### src/rtl/core/fcbu_pkg.sv
`timescale 1ns / 1ps
// Shared constants, types and the arctangent table of the fly camera basis update block.
package fcbu_pkg;

  localparam int ATAN_ENTRIES = 24;

  // Angles in Q9.16 degrees
  localparam logic signed [29:0] HALF_TURN   = 30'sd11796480;
  localparam logic signed [29:0] FULL_TURN   = 30'sd23592960;
  localparam logic signed [29:0] PITCH_LIMIT = 30'sd5832704;
  localparam logic signed [26:0] Z_QUARTER   = 27'sd5898240;
  localparam logic signed [26:0] Z_HALF      = 27'sd11796480;
  localparam logic signed [25:0] HEAD_RESET  = -26'sd5898240;

  // CORDIC gain start value in Q2.30
  localparam logic signed [32:0] CORDIC_START = 33'sd652032874;

  localparam logic [15:0] ONE_Q14      = 16'd16384;
  localparam logic [15:0] SPEED_RESET  = 16'd640;
  localparam logic [15:0] GAIN_RESET   = 16'd6554;

  // Configuration register indexes
  localparam logic [2:0] REG_MOVE_SPEED = 3'd0;
  localparam logic [2:0] REG_LOOK_GAIN  = 3'd1;
  localparam logic [2:0] REG_WORLD_UP_X = 3'd2;
  localparam logic [2:0] REG_WORLD_UP_Y = 3'd3;
  localparam logic [2:0] REG_WORLD_UP_Z = 3'd4;

  typedef enum logic [1:0] {
    RD_SQRT = 2'b01,
    RD_DIV  = 2'b10
  } rd_mode_t;

  typedef struct packed {
    logic     start;
    rd_mode_t mode;
  } rd_req_t;

  // Arctangent of 2^-i in Q9.16 degrees
  function automatic logic signed [26:0] atan_deg(input logic [4:0] idx);
    logic signed [26:0] v;
    case (idx)
      5'd0:  v = 27'sd2949120;
      5'd1:  v = 27'sd1740967;
      5'd2:  v = 27'sd919879;
      5'd3:  v = 27'sd466945;
      5'd4:  v = 27'sd234379;
      5'd5:  v = 27'sd117304;
      5'd6:  v = 27'sd58666;
      5'd7:  v = 27'sd29335;
      5'd8:  v = 27'sd14668;
      5'd9:  v = 27'sd7334;
      5'd10: v = 27'sd3667;
      5'd11: v = 27'sd1833;
      5'd12: v = 27'sd917;
      5'd13: v = 27'sd458;
      5'd14: v = 27'sd229;
      5'd15: v = 27'sd115;
      5'd16: v = 27'sd57;
      5'd17: v = 27'sd29;
      5'd18: v = 27'sd14;
      5'd19: v = 27'sd7;
      5'd20: v = 27'sd4;
      5'd21: v = 27'sd2;
      5'd22: v = 27'sd1;
      default: v = 27'sd0;
    endcase
    return v;
  endfunction

endpackage

### src/rtl/core/fcbu_cordic.sv
`timescale 1ns / 1ps
// Iterative rotation-mode CORDIC giving cos and sin of a Q9.16 degree angle in Q2.30.
module fcbu_cordic #(
  parameter int STEPS = 16
) (
  input  logic               clk,
  input  logic               rst_n,
  input  logic               start,
  input  logic signed [26:0] angle,
  output logic               done,
  output logic signed [31:0] cos_out,
  output logic signed [31:0] sin_out
);

  localparam int N  = (STEPS > fcbu_pkg::ATAN_ENTRIES) ? fcbu_pkg::ATAN_ENTRIES : STEPS;
  localparam int IW = $clog2(N);

  logic signed [32:0] x_r, y_r;
  logic signed [26:0] z_r;
  logic [IW-1:0]      i_r;
  logic               run_r, done_r, flip_r;
  logic signed [32:0] xs, ys;
  logic signed [26:0] at;

  assign xs = x_r >>> i_r;
  assign ys = y_r >>> i_r;
  assign at = fcbu_pkg::atan_deg(5'(i_r));

  always_ff @(posedge clk) begin
    if (!rst_n) begin
      run_r  <= 1'b0;
      done_r <= 1'b0;
    end else begin
      done_r <= 1'b0;
      if (start) begin
        // fold into +-90 degrees, negate both results afterwards
        if (angle > fcbu_pkg::Z_QUARTER) begin
          z_r    <= angle - fcbu_pkg::Z_HALF;
          flip_r <= 1'b1;
        end else if (angle < -fcbu_pkg::Z_QUARTER) begin
          z_r    <= angle + fcbu_pkg::Z_HALF;
          flip_r <= 1'b1;
        end else begin
          z_r    <= angle;
          flip_r <= 1'b0;
        end
        x_r   <= fcbu_pkg::CORDIC_START;
        y_r   <= '0;
        i_r   <= '0;
        run_r <= 1'b1;
      end else if (run_r) begin
        if (z_r >= 0) begin
          x_r <= x_r - ys;
          y_r <= y_r + xs;
          z_r <= z_r - at;
        end else begin
          x_r <= x_r + ys;
          y_r <= y_r - xs;
          z_r <= z_r + at;
        end
        i_r <= i_r + 1'b1;
        if (i_r == IW'(N - 1)) begin
          run_r  <= 1'b0;
          done_r <= 1'b1;
        end
      end
    end
  end

  assign done    = done_r;
  assign cos_out = flip_r ? 32'(-x_r) : x_r[31:0];
  assign sin_out = flip_r ? 32'(-y_r) : y_r[31:0];

endmodule

### config.mk
export PLATFORM = sky130hd
export DESIGN_NAME = fcbu_cordic
export DESIGN_NICKNAME = d
export VERILOG_FILES = /design/src/rtl/core/fcbu_pkg.sv /design/src/rtl/core/fcbu_cordic.sv
export SDC_FILE = /design/constraint.sdc
export NUM_CORES = 1
export LEC_CHECK = 0
export CORE_MARGIN = 2
export CORE_UTILIZATION = 65
export CTS_CLUSTER_DIAMETER = 30
export DETAILED_ROUTE_END_ITERATION = 6
export DONT_BUFFER_PORTS = 1
export PLACE_DENSITY_LB_ADDON = 0.1
export SLEW_MARGIN = 15
export SYNTH_ARGS = -nofsm -noshare
export SYNTH_HDL_FRONTEND = slang
export SYNTH_SLANG_ARGS = --single-unit
### constraint.sdc
create_clock -name clk -period 10.5 [get_ports clk]
set_clock_uncertainty 0.05 [all_clocks]
set_input_delay 2.1 -clock clk [delete_from_list [all_inputs] [get_ports clk]]
set_output_delay 2.1 -clock clk [all_outputs]
set_load 0.05 [all_outputs]
==> results by group <==
Run status
  • Outcome: completed

Yosys
  • Post-Syn Instances: 1952
  • Leading area contributor after synthesis: edfxtp_1
  • Sequential share of the synthesized area: roughly 21%
  • Top-count cell post-synth: nand2_1
  • Syn nets: roughly 2100
  • Async set or reset register ratio after synthesis: 0%
  • Yosys cell types: 100
  • Synth Cell Area: 16590 µm²
  • Synth Register Bits: 122
  • Yosys warnings: 0
  • Post-synth top area share: 17.74%
  • Main area contributors after synthesis: edfxtp_1, ha_1, mux4_2
  • Synth Flop Type: edfxtp_1
  • Post-Syn Area per Cell: 8.500 µm²
  • Post-synth top cells: nand2_1, nor2_1, o21ai_0, xnor2_1, a21oi_1
  • EDFF count, synth: 98

Clocking
  • CTS H-tree depth: 4
  • Clock Latency Late Sink: 440 ps
  • CTS tree: built
  • Post-CTS sizing: 0
  • CTS sink cnt: 122
  • Clk slew on worst S/H paths: 70 ps
  • CTS max path bufs: 2
  • Post-CTS Setup Repair Bufs: 0
  • Cts hold-fix bufs: 0
  • CTS buffer count: 17
  • Root Buffer: clkbuf_16

STA
  • Final Cycle Share: between 60% and 70%
  • Final Critical Period: 6957 ps
  • Unrepaired setup endpoints after global routing: no
  • Rel. slew slack: 22.68%
  • Worst-margin pin slew: 1151 ps
  • Max-slew violations: 0
  • Setup-failing EPs final: 0
  • Final count of hold timing violations: 0
  • Setup TNS: 0 ps
  • Fmax: 143.7 MHz

Job
  • Max-cap violations: 0

Worst setup path
  • Critical Path RT: between 10000 and 15000 ps
  • Max FO, Critical Path: 83
  • CP cell instances: buf_12 -> mux4_2 -> mux2i_1 -> nand2_1 -> o21ai_0 -> ha_1 -> nand4_1 -> nand4b_1 -> or2_0 -> or2_2 -> nand2_1 -> xnor2_1 -> ha_1 -> a21oi_1 -> o211ai_1 -> a21oi_1 -> o2bb2ai_1 -> a2111oi_0 -> o311ai_0 -> a31o_2 -> xnor2_1 -> nor2_1
  • CP endpoint kind: register
  • Buf/Inv on CP: 1
  • Max incr delay on CP: 1010 ps
  • Flop2flop setup slack: 3540 ps
  • Worst setup path class: register to register
  • FF-to-FF Start: i_r[1]$_SDFFCE_PP0P_
  • RR Endpoint: y_r[32]$_SDFFCE_PP0P_
  • Crit-path slowest cell: edfxtp_1
  • CP Launch Type: register
  • Crit path max-delay family: compound AO/OA/AOI/OAI gates
  • Crit path arrival time: 7100 ps
  • Worst r2r path cells: 22

Die
  • Rows: 58
  • I/O pin count: 95
  • Die height: 163.8 µm
  • Core area: 25110 µm²
  • Starting Density: 66.08%
  • Die width: 163.8 µm
  • Die area: 26820 µm²

Global routing
  • Number of global-route vias before repair: 13880
  • GR peak layer: met2
  • GR Util met2: 58.75%
  • GRT Util Overall: between 30% and 40%
  • First-pass GRT wire length: 72280 µm
  • Largest net degree at the start of global routing: 135
  • Met1 Use GR: 42.35%
  • Grt ovf: 0
  • GR met3 Demand/Resource: 4.091%
  • Antenna violations before repair: 0

Final layout
  • # nets final: 1993
  • Layout area overhead: 3.092%
  • Layout cells sized above 1: 9.052%
  • Post-Layout Cell Count: around 2200
  • Antenna diode count: 0

Power
  • Combinational power share: 63.1%
  • Clk pwr share: 14.6%
  • Sw Ratio: around half
  • Int Power: 2241 µW
  • Power Density: 262.2 nW/µm²
  • Leak pwr: 0.006601 µW
  • Peak supply drop: 0.0001649 V
  • Register share of total power: ~22%
  • P_sw: 2245 µW

Worst hold path
  • Hold Startpoint: run_r$_SDFF_PN0_
  • Hold Path Depth: 2
  • Worst min-delay path class: register to register
  • Worst Hold End: done$_SDFF_PP0_

Drt
  • Total Wirelength: 45510 µm
  • DRC Markers: 0
  • DRT Pass-1 Iters: 5
  • Vias per std cell: 6.838
  • Total number of vias: 15020
  • WL per Instance: a little over 20 µm
  • Final ANT Viol Nets: 0
  • Iter 0 DRT Violations: 1344

Placement
  • Placed cells: 2165
  • Gpl congestion: 0.9426
  • # port buffers: 0
  • DP HPWL: 32890 µm
per-stage QoR:
stage	util, %	instance area, µm²	power (µW)	hold slack (ps)	setup WS [ps]
floorplan	-	16590	3248	397.1	4396
global placement	65.61	16470	3720	470.7	3860
detailed placement	65.61	16470	3780	476.1	3654
CTS	68.11	17100	4446	491.8	3627
global route	68.12	17110	4797	548.5	2811
finish	68.12	17110	4486	493.4	3543
sequential cells by signal (all words and copies together) (netlist names):
| name | count |
|---|---|
| flip_r | 1 |
| at | 22 |
| done | 1 |
| y_r | 33 |
| i_r | 4 |
| x_r | 33 |
| run_r | 1 |
| z_r | 27 |
cell families (layout without fill, tap and decap cells):
family                     Yosys count  in the layout  synth area share (%)
and+or+nand+nor                    613            613                 17.95
AOI/OAI and AO/OA                  549            549                 21.74
xor gates and xnor gates           225            225                 11.88
buffers and inverters              174             89                 4.834
muxes                              160            160                 14.61
DFF                                122            122                 20.63
adders and majority gates          109            109                 8.355
layout by cell type, fill, tap and decap left out, drive strengths merged, types with 33 or more instances in the layout:
cell / n
inv: 49
mux4: 59
nor2: 162
o21ai: 150
nand2b: 43
ha: 106
a21o: 49
xor2: 89
mux2i: 68
a21oi: 122
nand2: 196
mux2: 33
o31ai: 46
xnor2: 136
nand3: 39
edfxtp: 98
worst max-delay path by stage:
stage,from,endpoint,slack [ps],depth (start not counted)
finish,i_r[1]$_SDFFCE_PP0P_,y_r[32]$_SDFFCE_PP0P_,3540,22
global route,i_r[1]$_SDFFCE_PP0P_,y_r[32]$_SDFFCE_PP0P_,2810,22
CTS,i_r[1]$_SDFFCE_PP0P_,y_r[32]$_SDFFCE_PP0P_,3630,22
detailed placement,i_r[1]$_SDFFCE_PP0P_,y_r[32]$_SDFFCE_PP0P_,3650,22
global placement,i_r[1]$_SDFFCE_PP0P_,y_r[32]$_SDFFCE_PP0P_,3860,22
floorplan,start,at[5]$_DFF_P_,4400,11
power by group through the flow:
stage	Combinational [µW]	Sequential, µW	Clock, µW
after CTS	2810	986	655
after detailed placement	2790	995	0
final	2830	1000	656
after floorplan	2450	796	0
after global placement	2730	987	0
after global routing	3120	1000	672
layer usage:
metal	part of all wire [%]	vias to the layer above
li1	-	7071
met1	40	7173
met2	49	642
met3	6.0	136
met4	4.5	0
met5	0	-
worst register-to-register path: stages, from the launching register on:
cell	delay, ps
edfxtp_1	1010
buf_12	470
mux4_2	670
mux2i_1	190
nand2_1	70
o21ai_0	140
ha_1	210
nand4_1	130
nand4b_1	410
or2_0	350
or2_2	320
nand2_1	90
xnor2_1	120
ha_1	300
a21oi_1	250
o211ai_1	130
a21oi_1	260
o2bb2ai_1	160
a2111oi_0	700
o311ai_0	230
a31o_2	290
xnor2_1	130
nor2_1	50
layout make-up:
cell class | count | area, µm²
clock buffer | 20 | 467.9
clock inverter | 12 | 160.2
fill | 2077 | 8004
inverter | 46 | 175.2
multi-input combinational | 1656 | 12370
sequential | 122 | 3423
tap | 330 | 412.9
timing repair buffer | 11 | 95.09
Note: power is estimated with default switching activity, not from simulation.
