--- src/rtl/core/fcbu_pkg.sv ---
`timescale 1ns / 1ps
// Shared constants, types and the arctangent table of the fly camera basis update block.
package fcbu_pkg;

  localparam int ATAN_ENTRIES = 24;

  // Angles in Q9.16 degrees
  localparam logic signed [29:0] HALF_TURN   = 30'sd11796480;
  localparam logic signed [29:0] FULL_TURN   = 30'sd23592960;
  localparam logic signed [29:0] PITCH_LIMIT = 30'sd5832704;
  localparam logic signed [26:0] Z_QUARTER   = 27'sd5898240;
  localparam logic signed [26:0] Z_HALF      = 27'sd11796480;
  localparam logic signed [25:0] HEAD_RESET  = -26'sd5898240;

  // CORDIC gain start value in Q2.30
  localparam logic signed [32:0] CORDIC_START = 33'sd652032874;

  localparam logic [15:0] ONE_Q14      = 16'd16384;
  localparam logic [15:0] SPEED_RESET  = 16'd640;
  localparam logic [15:0] GAIN_RESET   = 16'd6554;

  // Configuration register indexes
  localparam logic [2:0] REG_MOVE_SPEED = 3'd0;
  localparam logic [2:0] REG_LOOK_GAIN  = 3'd1;
  localparam logic [2:0] REG_WORLD_UP_X = 3'd2;
  localparam logic [2:0] REG_WORLD_UP_Y = 3'd3;
  localparam logic [2:0] REG_WORLD_UP_Z = 3'd4;

  typedef enum logic [1:0] {
    RD_SQRT = 2'b01,
    RD_DIV  = 2'b10
  } rd_mode_t;

  typedef struct packed {
    logic     start;
    rd_mode_t mode;
  } rd_req_t;

  // Arctangent of 2^-i in Q9.16 degrees
  function automatic logic signed [26:0] atan_deg(input logic [4:0] idx);
    logic signed [26:0] v;
    case (idx)
      5'd0:  v = 27'sd2949120;
      5'd1:  v = 27'sd1740967;
      5'd2:  v = 27'sd919879;
      5'd3:  v = 27'sd466945;
      5'd4:  v = 27'sd234379;
      5'd5:  v = 27'sd117304;
      5'd6:  v = 27'sd58666;
      5'd7:  v = 27'sd29335;
      5'd8:  v = 27'sd14668;
      5'd9:  v = 27'sd7334;
      5'd10: v = 27'sd3667;
      5'd11: v = 27'sd1833;
      5'd12: v = 27'sd917;
      5'd13: v = 27'sd458;
      5'd14: v = 27'sd229;
      5'd15: v = 27'sd115;
      5'd16: v = 27'sd57;
      5'd17: v = 27'sd29;
      5'd18: v = 27'sd14;
      5'd19: v = 27'sd7;
      5'd20: v = 27'sd4;
      5'd21: v = 27'sd2;
      5'd22: v = 27'sd1;
      default: v = 27'sd0;
    endcase
    return v;
  endfunction

endpackage

--- src/rtl/core/fcbu_rootdiv.sv ---
`timescale 1ns / 1ps
// Shared bit-serial unit: 64-bit integer square root or 16-bit-quotient division.
module fcbu_rootdiv (
  input  logic                clk,
  input  logic                rst_n,
  input  fcbu_pkg::rd_req_t   req,
  input  logic [63:0]         opa,
  input  logic [31:0]         den,
  output logic                done,
  output logic [31:0]         result
);

  localparam logic [5:0] SQRT_LAST = 6'd31;
  localparam logic [5:0] DIV_LAST  = 6'd15;

  logic [63:0]        v_r, r_r, b_r;
  logic [5:0]         cnt_r;
  logic               run_r, done_r;
  fcbu_pkg::rd_mode_t mode_r;
  logic [64:0]        rhs;
  logic               ge;
  logic [63:0]        diff;

  assign rhs  = (mode_r == fcbu_pkg::RD_SQRT) ? ({1'b0, r_r} + {1'b0, b_r}) : {1'b0, b_r};
  assign ge   = {1'b0, v_r} >= rhs;
  assign diff = v_r - rhs[63:0];

  always_ff @(posedge clk) begin
    if (!rst_n) begin
      run_r  <= 1'b0;
      done_r <= 1'b0;
      mode_r <= fcbu_pkg::RD_SQRT;
    end else begin
      done_r <= 1'b0;
      if (req.start) begin
        mode_r <= req.mode;
        v_r    <= opa;
        r_r    <= '0;
        run_r  <= 1'b1;
        if (req.mode == fcbu_pkg::RD_SQRT) begin
          b_r   <= 64'h4000_0000_0000_0000;
          cnt_r <= SQRT_LAST;
        end else begin
          b_r   <= {17'b0, den, 15'b0};
          cnt_r <= DIV_LAST;
        end
      end else if (run_r) begin
        if (ge) v_r <= diff;
        if (mode_r == fcbu_pkg::RD_SQRT) begin
          r_r <= ge ? ((r_r >> 1) + b_r) : (r_r >> 1);
          b_r <= b_r >> 2;
        end else begin
          r_r <= {r_r[62:0], ge};
          b_r <= b_r >> 1;
        end
        if (cnt_r == 6'd0) begin
          run_r  <= 1'b0;
          done_r <= 1'b1;
        end else begin
          cnt_r <= cnt_r - 1'b1;
        end
      end
    end
  end

  assign done   = done_r;
  assign result = r_r[31:0];

endmodule

--- config.mk ---
export PLATFORM = sky130hd
export DESIGN_NAME = fcbu_rootdiv
export DESIGN_NICKNAME = d
export VERILOG_FILES = /design/src/rtl/core/fcbu_pkg.sv /design/src/rtl/core/fcbu_rootdiv.sv
export SDC_FILE = /design/constraint.sdc
export NUM_CORES = 1
export LEC_CHECK = 0
export CAP_MARGIN = 20
export CORE_AREA = 2 2 177 310
export CTS_CLUSTER_SIZE = 8
export DETAILED_ROUTE_END_ITERATION = 12
export DIE_AREA = 0 0 179 312
export DONT_BUFFER_PORTS = 1
export PLACE_DENSITY = 0.57
export SETUP_SLACK_MARGIN = 0.1
export SKIP_CTS_REPAIR_TIMING = 1
export SLEW_MARGIN = 10
export SYNTH_ARGS = -nofsm -noshare
export SYNTH_HDL_FRONTEND = slang
export SYNTH_SLANG_ARGS = --single-unit
--- constraint.sdc ---
create_clock -name clk -period 26.2 [get_ports clk]
set_input_delay 5.24 -clock clk [delete_from_list [all_inputs] [get_ports clk]]
set_output_delay 5.24 -clock clk [all_outputs]
set_load 0.01 [all_outputs]
==> results summary <==
The most common library cell in the layout ignoring fill and taps is sky130_fd_sc_hd__nand2_1. Of the total power, the share spent switching nets is between 40 and 50%. The highest clock rate is between 100 and 150 MHz.

The setup slack of the worst register-to-register path came out at about 17 ns. The tree is rooted in a sky130_fd_sc_hd__clkbuf_16. The via count of the first global-routing pass came out at 19764.

The via count is between 15000 and 20000. The internal power of the cells totals 987 uW. For this design, the sink count on the clock tree is between 200 and 250. The setup-violating endpoint count in the final report came out at 0.

Entering global routing, the biggest net connects 261 pins. The proportion of register bits with asynchronous set or reset after synthesis came out at 0%. The leakage power is 0.00865 uW.

The clock passes through at most 3 buffers. Across the run, the number of max-cap violations was 0. The power per cell area came out at about 80 nW/um^2. The count of endpoints failing hold in the final timing report was 0.

The total die area is 55800 sq um. The final critical-path share of the clock period is 33.5%. The minimum clock period after layout is around 9 ns. The number of synthesis warnings is 0. Final hold analysis gives a worst-case slack of 0.508 ns. The number of DRC violations after detailed routing came out at 0. Data on the critical path arrives at its endpoint at around 9 ns. The clock network power share is 20.2%. The clock-pin slew of the registers on the worst-case setup and hold paths is around 0.06 ns. The DRC marker count from the first detailed-route iteration is roughly 1300. The count of buffers added on input and output ports is 0. At the worst endpoint, the required time is between 20 and 30 ns. The floorplan has approximately 110 rows. In this run, the combinational gates consume 54.6% of the power. The area growth from synthesis to layout is 4.61%. The critical path is of the flop to flop type.

In this run the worst path has a maximum fanout of slightly below 70. The most common flop cell mapped by yosys is sky130_fd_sc_hd__edfxtp_1. For this run, the register share of the synthesized area comes to around 28%. CTS built an H-tree with a depth of 1. The worst setup path is captured at a flop.

The slew at the pin closest to its max-slew limit came out at between 1 and 1.5 ns. The kind of start point of the critical path is a flop. The ratio of routed vias to standard cells is roughly 6.1. The share of cells above drive strength 1 is 2.94%. The number of flops mapped to enable cells by yosys came out at 197.

The iteration count of the initial detailed-routing pass came out at 8. Summed over all layers, the global routing overflow is 0. The synthesized area per cell came out at 7.99 sq um. Adding up every negative setup slack in the final design gives 0 ns. The last weighted congestion value of the routability-driven placer is about 0.9.

After detailed routing, the total wire length is 71000 um. The detailed placement HPWL came out at roughly 54000 um. The effective utilization at floorplan came out at 39.9%. Clock skew on the completed layout was measured at approximately 0.024 ns. The final core area utilization is between 40% and 50%. The initial antenna violation count came out at 5. The height of the die came out at around 310 um. Setup repair after global routing left no endpoint under its margin.

The x dimension of the die came out at 179 um. The count of nets left with antenna violations once routing finished came out at 0. The number of nets in the layout came out at 2802. The summed instance area of the synthesized netlist is approximately 21000 sq um.

The worst ir drop on vdd came out at about 0.000052 V. The top-level I/O count is roughly 130. The total power is 1790 uW. The placeable core region is between 50000 and 60000 sq um. The all-layer global routing usage is 24.8%. The number of buffers added by the clock tree synthesis step came out at 29.

Counting every instance in the synthesized netlist gives between 2000 and 3000. The flow ran to the end, and the final reports show no timing, DRC or antenna violations. The number of library cell types mapped by synthesis came out at between 70 and 80. The clock reaches the later pin of the worst-skew pair after 0.62 ns. The wire length of the first global-routing pass is roughly 110000 um.

The synthesized netlist net count is just under 3000. The worst pin sits at a relative slew slack of 32.4%. TritonCTS built the clock tree. The net switching power is between 800 and 900 uW.

The final max-slew violation count is 0. After detailed routing, the average wire length per cell comes to roughly 22 um. The classification of the worst-slack hold path is flop to flop. Registers are responsible for between 20% and 30% of the overall power.

The repair_antennas step left the layout with diodes totalling 0. The number of storage elements in the synthesis netlist came out at ~200. The library cells used most frequently in the layout, excluding fill and tap cells, are sky130_fd_sc_hd__nand2_1 (341), sky130_fd_sc_hd__a21oi_1 (335), sky130_fd_sc_hd__o21ai_0 (249), sky130_fd_sc_hd__edfxtp_1 (197), sky130_fd_sc_hd__ha_1 (191).
-- synth_stat cells (41+ instances only) --
cell type | instances | share of area (%)
sky130_fd_sc_hd__o21ai_0 | 249 | 5.9
sky130_fd_sc_hd__nor2_1 | 170 | 3.0
sky130_fd_sc_hd__o21bai_1 | 45 | 1.6
sky130_fd_sc_hd__xnor2_1 | 101 | 4.2
sky130_fd_sc_hd__ha_1 | 191 | 11
sky130_fd_sc_hd__nand2_1 | 341 | 6.0
sky130_fd_sc_hd__a211oi_1 | 43 | 1.5
sky130_fd_sc_hd__edfxtp_1 | 197 | 28
sky130_fd_sc_hd__nand3_1 | 54 | 1.3
sky130_fd_sc_hd__xor2_1 | 63 | 2.6
sky130_fd_sc_hd__clkbuf_1 | 144 | 2.6
sky130_fd_sc_hd__a21o_1 | 94 | 3.3
sky130_fd_sc_hd__inv_1 | 64 | 1.1
sky130_fd_sc_hd__a21oi_1 | 336 | 7.9
sky130_fd_sc_hd__and2_1 | 41 | 1.2
sky130_fd_sc_hd__nand4_1 | 58 | 1.7
-- per-layer routing --
metal | vias up | part of all wire, % | GRT usage (%)
met1 | 9330 | 39 | 28.1
met2 | 549 | 52 | 45.6
met4 | 8 | 4.6 | 11.1
met3 | 174 | 4.5 | 3.19
met5 | - | 0.066 | 0
li1 | 9511 | - | -
-- power groups by stage --
stage               Clock (uW)  Sequential [uW]  Combinational (uW)
floorplan                    0              443                 742
global placement             0              459                 964
detailed placement           0              459                 968
CTS                        371              453                 975
global route               380              459                1080
finish                     362              453                 979
-- path summary, 6_finish.rpt --
| check | start | to | cells past startpoint |
|---|---|---|---|
| worst max-delay path | r_r[0]$_SDFFCE_PP0P_ | v_r[41]$_DFFE_PP_ | 27 |
| worst min register to register | run_r$_SDFF_PN0_ | done$_SDFF_PP0_ | 1 |
| worst max register to register | r_r[0]$_SDFFCE_PP0P_ | v_r[41]$_DFFE_PP_ | 27 |
| worst min-delay path | run_r$_SDFF_PN0_ | done$_SDFF_PP0_ | 1 |
-- worst max-delay path: stages, from the launching register on --
cell and delay [ns]:
sky130_fd_sc_hd__edfxtp_1 0.43, sky130_fd_sc_hd__ha_1 0.22, sky130_fd_sc_hd__inv_1 0.06, sky130_fd_sc_hd__fa_1 0.40, sky130_fd_sc_hd__nand2b_1 0.16, sky130_fd_sc_hd__a21oi_1 0.35, sky130_fd_sc_hd__a211oi_1 0.28, sky130_fd_sc_hd__o41ai_2 0.58
sky130_fd_sc_hd__a21oi_1 0.35, sky130_fd_sc_hd__nor3_1 0.31, sky130_fd_sc_hd__o2111ai_1 0.21, sky130_fd_sc_hd__a211oi_1 0.44, sky130_fd_sc_hd__o21ai_1 0.23, sky130_fd_sc_hd__and4_1 0.25, sky130_fd_sc_hd__nor3_1 0.35, sky130_fd_sc_hd__ha_1 0.33
sky130_fd_sc_hd__nand2_1 0.08, sky130_fd_sc_hd__nor3_1 0.24, sky130_fd_sc_hd__nand2_1 0.14, sky130_fd_sc_hd__o41ai_1 0.45, sky130_fd_sc_hd__nor2_1 0.13, sky130_fd_sc_hd__a21oi_1 0.23, sky130_fd_sc_hd__o31ai_4 0.13, sky130_fd_sc_hd__a21oi_4 0.12
sky130_fd_sc_hd__buf_4 0.72, sky130_fd_sc_hd__a21oi_1 0.23, sky130_fd_sc_hd__nor2b_4 0.14, sky130_fd_sc_hd__buf_4 0.69
-- through the flow --
step / setup slack [ns] / instances / instance area [sq um]
5_1_grt: 16.93 / 3205 / 22200
3_3_place_gp: 17.56 / 3160 / 21400
3_5_place_dp: 17.50 / 3160 / 21400
6_report: 17.42 / 3205 / 22200
2_1_floorplan: 16.61 / 2652 / 21200
4_1_cts: 17.46 / 3205 / 22200
-- sequential cells by signal, summed over array words and instances (netlist names) --
register	cells
r_r	64
v_r	64
b_r	63
cnt_r	6
mode_r	2
done	1
run_r	1
-- kinds of logic (layout without fill, tap and decap cells) --
family / Yosys count / in the layout / share of synthesized area [%]
compound gates: 994 / 994 / 28.9
mux: 33 / 33 / 1.59
fa+ha+maj: 194 / 194 / 11.6
flops: 201 / 201 / 28.3
simple gates: 813 / 813 / 17.7
xor+xnor: 164 / 164 / 6.78
buf+inv: 253 / 122 / 5.16
-- cell type report --
class                           count  area [sq um]
Fill cell                        5376         31000
Multi-Input combinational cell   2198         14200
Sequential cell                   201          6000
Tap cell                          684           856
Clock buffer                       43           778
Inverter                           65           244
Timing Repair Buffer               12           103
Clock inverter                      2          28.8
No activity file was read; power rests on OpenSTA's default activity.
